$ cat config.mk
export PLATFORM = sky130hd
export DESIGN_NAME = gle_front
export DESIGN_NICKNAME = d
export VERILOG_FILES = /design/src/gif_lzw_encoder_top_defines.svh /design/src/gle_pkg.sv /design/src/gle_front.sv
export SDC_FILE = /design/constraint.sdc
export NUM_CORES = 1
export LEC_CHECK = 0
export BUFFER_PORTS_ARGS = -buffer_cell sky130_fd_sc_hd__buf_2
export CAP_MARGIN = 30
export CORE_MARGIN = 2
export CORE_UTILIZATION = 54
export CTS_CLUSTER_DIAMETER = 60
export DETAILED_ROUTE_END_ITERATION = 10
export PLACE_DENSITY = 0.84
export SLEW_MARGIN = 5
export SYNTH_ARGS = -nofsm -noshare
export SYNTH_HDL_FRONTEND = slang
export SYNTH_SLANG_ARGS = --single-unit
export TNS_END_PERCENT = 1
$ cat constraint.sdc
create_clock -name i_clk -period 4.8 [get_ports i_clk]
set_input_delay 0.72 -clock i_clk [delete_from_list [all_inputs] [get_ports i_clk]]
set_output_delay 0.72 -clock i_clk [all_outputs]
set_load 0.01 [all_outputs]
$ cat src/gif_lzw_encoder_top_defines.svh
// ----------------------------------------------------------------------------
// GIF LZW encoder assertion macros
// Shared assertion forms, clocked on i_clk and disabled during reset.
// ----------------------------------------------------------------------------
`ifndef GIF_LZW_ENCODER_TOP_DEFINES_SVH
`define GIF_LZW_ENCODER_TOP_DEFINES_SVH
`ifndef SYNTHESIS
`define GLE_ASSERT(lbl, prop, msg) \
    lbl: assert property (@(posedge i_clk) disable iff (!i_rst_n) (prop)) else $error(msg);
`define GLE_NEVER(lbl, prop, msg) \
    lbl: assert property (@(posedge i_clk) disable iff (!i_rst_n) !(prop)) else $error(msg);
`else
`define GLE_ASSERT(lbl, prop, msg)
`define GLE_NEVER(lbl, prop, msg)
`endif
`endif

$ cat src/gle_pkg.sv
// ----------------------------------------------------------------------------
// GIF LZW encoder package
// Shared constants, types and helper functions.
// ----------------------------------------------------------------------------
package gle_pkg;
    localparam int MAX_CODE_BITS = 12;
    localparam int DICT_SLOTS    = 8192;
    localparam int ADDR_W        = $clog2(DICT_SLOTS);
    localparam int KEY_W         = MAX_CODE_BITS + 8;
    localparam int WORD_W        = 1 + KEY_W + MAX_CODE_BITS;
    localparam logic [15:0] HASH_MUL = 16'd40503;
    localparam logic [3:0]  MIN_RESET = 4'd8;

    typedef struct packed {
        logic [7:0] k;
        logic       last;
    } t_item;

    typedef struct packed {
        logic  valid;
        t_item item;
    } t_qhead;

    function automatic logic [3:0] eff_min(input logic [3:0] v);
        logic [3:0] r;
        r = v;
        if (v < 4'd2) r = 4'd2;
        if (v > 4'd8) r = 4'd8;
        return r;
    endfunction
endpackage

$ cat src/gle_front.sv
// ----------------------------------------------------------------------------
// GIF LZW encoder front end
// Accepts pixels, masks them to the root code size and queues them.
// ----------------------------------------------------------------------------
module gle_front (
    input  logic                 i_clk,
    input  logic                 i_rst_n,
    input  logic                 i_in_valid,
    output logic                 o_in_ready,
    input  logic [7:0]           i_pixel,
    input  logic                 i_last_pixel,
    input  logic [3:0]           i_min,
    input  logic                 i_pop,
    output gle_pkg::t_qhead      o_head
);
    gle_pkg::t_item r_buf [2];
    logic       r_wp, r_rp;
    logic [1:0] r_cnt;
    logic       push;
    logic [7:0] kmask;

    assign kmask      = 8'((9'(1) << i_min) - 9'd1);
    assign o_in_ready = (r_cnt != 2'd2);
    assign push       = i_in_valid && o_in_ready;
    assign o_head.valid = (r_cnt != 2'd0);
    assign o_head.item  = r_buf[r_rp];

    always_ff @(posedge i_clk) begin
        if (!i_rst_n) begin
            r_wp  <= 1'b0;
            r_rp  <= 1'b0;
            r_cnt <= 2'd0;
        end else begin
            if (push) begin
                r_buf[r_wp].k    <= i_pixel & kmask;
                r_buf[r_wp].last <= i_last_pixel;
                r_wp             <= ~r_wp;
            end
            if (i_pop) r_rp <= ~r_rp;
            r_cnt <= r_cnt + 2'(push) - 2'(i_pop);
        end
    end
endmodule

* Word level (Yosys, flattened, before mapping)
Memories as Yosys holds them, arrays and structs flattened. A register that Yosys moved wholly into a read port is not among the register bits. Cells that the tools add are included.
Operators by class: add/sub/neg operators 3, bitwise logic cells 3, multiplexer cells 5, shifts and indexed selects 1, equality and inequality tests 1, reduce and logical (&&, ||, !) cells 2
Operators by type and width (count):
- $and 8x8->8 | 1
- $shl 1x4->8 const A | 1
- $sub 8x1->8 const B | 1
- $mux 1 | 5
- $add 2x1->2 | 1
- $ne 2x2->1 const B | 1
- $not 1->1 | 2
- $reduce_bool 2->1 | 1
- $sub 2x1->2 | 1
- $logic_and 1x1->1 | 1
Storage, ports and cells: register bits 4, bits in writable memories 18, memories 1
Memory list:
- r_buf | words 2, bits a word 9, read ports 1, clocked after Yosys merged registers in 1, wr ports 1, line gle_front.sv:16 | gle_pkg::t_item r_buf [2];

* Longest topological paths before layout
depth in word-level cells 5, mapped depth 7, mapped depth without buffers 7

* Worst setup path before layout
OpenSTA, ideal clock, no wires.
path type input port to flip-flop, start input i_rst_n, end memory r_buf[0][0] (netlist name), enable pin, data required time 4413 ps, stages on the path 2, path buffers 0, data arrival time 1496 ps, path slack 2918 ps, setup time 387 ps, cells stage by stage inv_1 > nor3_1
Between the ends: word-level cells in the longest chain between the ends 2
RTL lines:
- from (decl) | line gle_front.sv:7 | input logic i_rst_n,
- $mux 1 | line gle_front.sv:29 | if (!i_rst_n) begin
- $mux 1 (not written as such) | line gle_front.sv:36 | r_buf[r_wp].last <= i_last_pixel;
- to (decl) | line gle_front.sv:16
No other way between the ends.

==> results by group <==
Final layout
  • Ant diodes: 0
  • Layout area overhead: 20.0%
  • Fill count: between 100 and 150
  • Post-layout instance area: about 1200 µm²
  • Layout cell share with drive strength beyond 1: 0.402
  • Net count reported at finish: 128

Synth
  • Synth Warn #: 0
  • XOR/XNOR Fraction of Synth Area: 0.0346
  • Mux contribution to synthesized area: 0.100
  • Seq cells post-synth: 23
  • Top cells by count, synth: edfxtp_1 (18), mux2_2 (9), nor2_1 (6)
  • Top-count cell post-synth: edfxtp_1
  • Register area share after synthesis: 0.632
  • Compound-Gate Fraction of Synth Area: 0.0420
  • Net Count, Synth: 95
  • Synth area leaders: edfxtp_1 (53%), mux2_2 (10%), dfxtp_1 (9.9%), ha_1 (3.7%), and2_1 (2.5%)
  • Dominant synthesized flop cell: edfxtp_1
  • Area share of and/or/nand/nor cells after synthesis: 0.138
  • Synth area leader: edfxtp_1
  • Adder-cell share of the synthesized area: 0.0370
  • Syn Area/Cell: between 10 and 15 µm²
  • Post-synth EDFFs: 18
  • Cells after synthesis: 75
  • Yosys top cell area share: 0.533
  • Cell Area, Synth: around 1000 µm²
  • Main combinational cell family by area after synthesis: simple AND/OR/NAND/NOR gates
  • Asr flop ratio synth: 0
  • Yosys cell types: 23

Min path
  • Min-delay worst type: reg -> reg
  • Min-Delay Endpoint: r_rp$_SDFFE_PN0P_
  • Hold path depth: 2
  • Worst Hold Launch: r_rp$_SDFFE_PN0P_

CTS
  • Hold_buf cts: 0
  • Worst-path clk slew: about 110 ps
  • CTS tree: built
  • CTS Buffer Depth: 2
  • Clk_lat worst skew: ~290 ps
  • CTS Buf Count: 3
  • Number of post-CTS setup repair buffers: 0
  • Sinks on Clock Net: 23
  • Resized cells post-CTS: 0
  • H-tree Lvls: 1
  • Root buffer cell: clkbuf_4

Worst setup path
  • Type of origin of the critical path: flip-flop
  • Data arrival time of the worst path: 1410 ps
  • Setup crit end kind: output port
  • Critical path fanouts, max: 9
  • Worst R2R End: r_buf[0][1]$_DFFE_PP_
  • Worst EP required: 4080 ps
  • Worst reg2reg setup slack: 3090 ps
  • RR Startpoint: r_cnt[0]$_SDFF_PN0_
  • Register-to-Register Path Depth: 4
  • Crit path kind: reg -> out

STA
  • Final Slew Violations: 0
  • Total negative setup slack: 0 ps
  • Final period utilization: 0.443
  • Max Freq: between 400 and 500 MHz
  • RSZ-0062 raised after global routing: false
  • Rel. slew slack: 0.538
  • Final setup fails: 0
  • Minimum clock period: 2130 ps
  • Final Hold Vio Count: 0
  • Worst Tran Pin Value: between 600 and 700 ps
  • Final Skew: 2.26 ps

Flow run
  • Max-Cap Viols: 0

Placement
  • DP HPWL: about 1300 µm
  • GPL Wtd Cong: ~0.74
  • Port Buf Inserts: 27
  • Placed instance area: 1190 µm²

Power and ir drop
  • Leak Pwr: a little under 0.0005 µW
  • Seq pwr share: 0.575
  • Pint: 322 µW
  • Comb pwr share: 0.236
  • PD cells: roughly 360 nW/µm²
  • Clock Power Share: 0.189
  • Net Sw Frac: 0.257
  • NetSw: 112 µW
  • Peak supply drop: 0.000250 V

Floorplanning
  • Row count: 15
  • Die Wd: 47.3 µm
  • Die area: between 2000 and 2500 µm²
  • Core area: 1750 µm²
  • Die Ht: 47.3 µm
  • Starting Density: 0.581
  • IO Pins: 28

Outcome
  • Outcome: finished, final reports clean

GRT
  • Remaining Overflow, GRT: 0
  • Largest net degree at the start of global routing: 13
  • Initial antenna violation count: 0
  • Vias in the first global route: between 600 and 700
  • Total Routing Usage GR: 0.156
  • Global-route wire length before repair: around 2400 µm

Drt
  • Via density: slightly below 5
  • Antenna viol nets, final: 0
  • DRC Markers: 0
  • DRT iter0 DRCs: 4
  • Wire per inst: between 10 and 15 µm
  • Initial DRT Pass Iterations: 2
  • Final wirelength: about 1500 µm
  • DR vias: 652
[routing by layer]
metal | vias to the layer above | routed length (µm) | part of all wire | track usage
met5 | - | 0 | 0 | 0
met4 | 0 | 14 | 0.0092 | 0.0667
met3 | 2 | 66 | 0.043 | 0.0115
met2 | 18 | 796 | 0.52 | 0.278
met1 | 299 | 648 | 0.42 | 0.191
li1 | 333 | - | - | -
[sequential cells by signal (all words and copies together) (netlist names), named ones only]
register,cells
r_buf,18
r_cnt,2
r_rp,1
r_wp,1
[worst max path at each step]
stage | endpoint | slack, ps | startpoint
after global placement | r_buf[0][1]$_DFFE_PP_ | 2550 | i_rst_n
final | o_head[2] | 2670 | flip-flop
after detailed placement | r_buf[1][7]$_DFFE_PP_ | 2680 | i_min[3]
after floorplan | r_buf[0][0]$_DFFE_PP_ | 2920 | i_rst_n
after global routing | o_head[2] | 2600 | flip-flop
after CTS | o_head[2] | 2650 | flip-flop
[kinds of logic after synthesis]
kind of cell / after synthesis
muxes: 9
xor gates and xnor gates: 4
AOI/OAI and AO/OA: 7
adders and majority gates: 3
DFF: 23
buffers and inverters: 4
and+or+nand+nor: 25
[power groups by stage]
stage	sequential, µW	clock (µW)	combinational [µW]
after floorplan	249	0	69.7
after global placement	253	0	98.4
after detailed placement	254	0	104
after CTS	250	83.9	104
after global routing	252	88.8	116
final	249	82.2	102
[layout by cell type (no fill, tap or decap), drive strengths merged]
cell	n
and2	4
a21oi	3
inv	3
or2	1
a21o	1
edfxtp	18
xnor2	2
mux2	9
clkbuf	4
o21ai	1
nor2b	4
xor2	2
dfxtp	5
nor2	6
ha	3
nand2	2
nand2b	1
nand3	2
buf	29
nand3b	1
o211ai	1
nor3	3
nor4b	1
o21a	1
[stage by stage]
stage                     power [µW]  worst slack (ps)   util  instances  hold slack, ps
final                            434              2670  0.697        132             541
after detailed placement         358              2680  0.682        128             506
after floorplan                  319              2920      -         75             480
after CTS                        438              2650  0.697        132             543
after global routing             457              2600  0.697        132             580
after global placement           352              2550  0.673        126             503
[worst max-delay path, stage by stage, from the launching register on]
cell and delay [ps]:
dfxtp_1 580, mux2_2 390, buf_2 140
[layout make-up]
| class | instances | area (µm²) | share of cell area |
|---|---|---|---|
| timing repair buffer | 29 | 150 | 0.123 |
| clock buffer | 4 | 26.3 | 0.0216 |
| inverter | 3 | 11.3 | 0.00926 |
| tap | 25 | 31.3 | 0.0257 |
| sequential | 23 | 641 | 0.527 |
| multi-input combinational | 48 | 357 | 0.293 |
(Power assumes the default switching activity.)
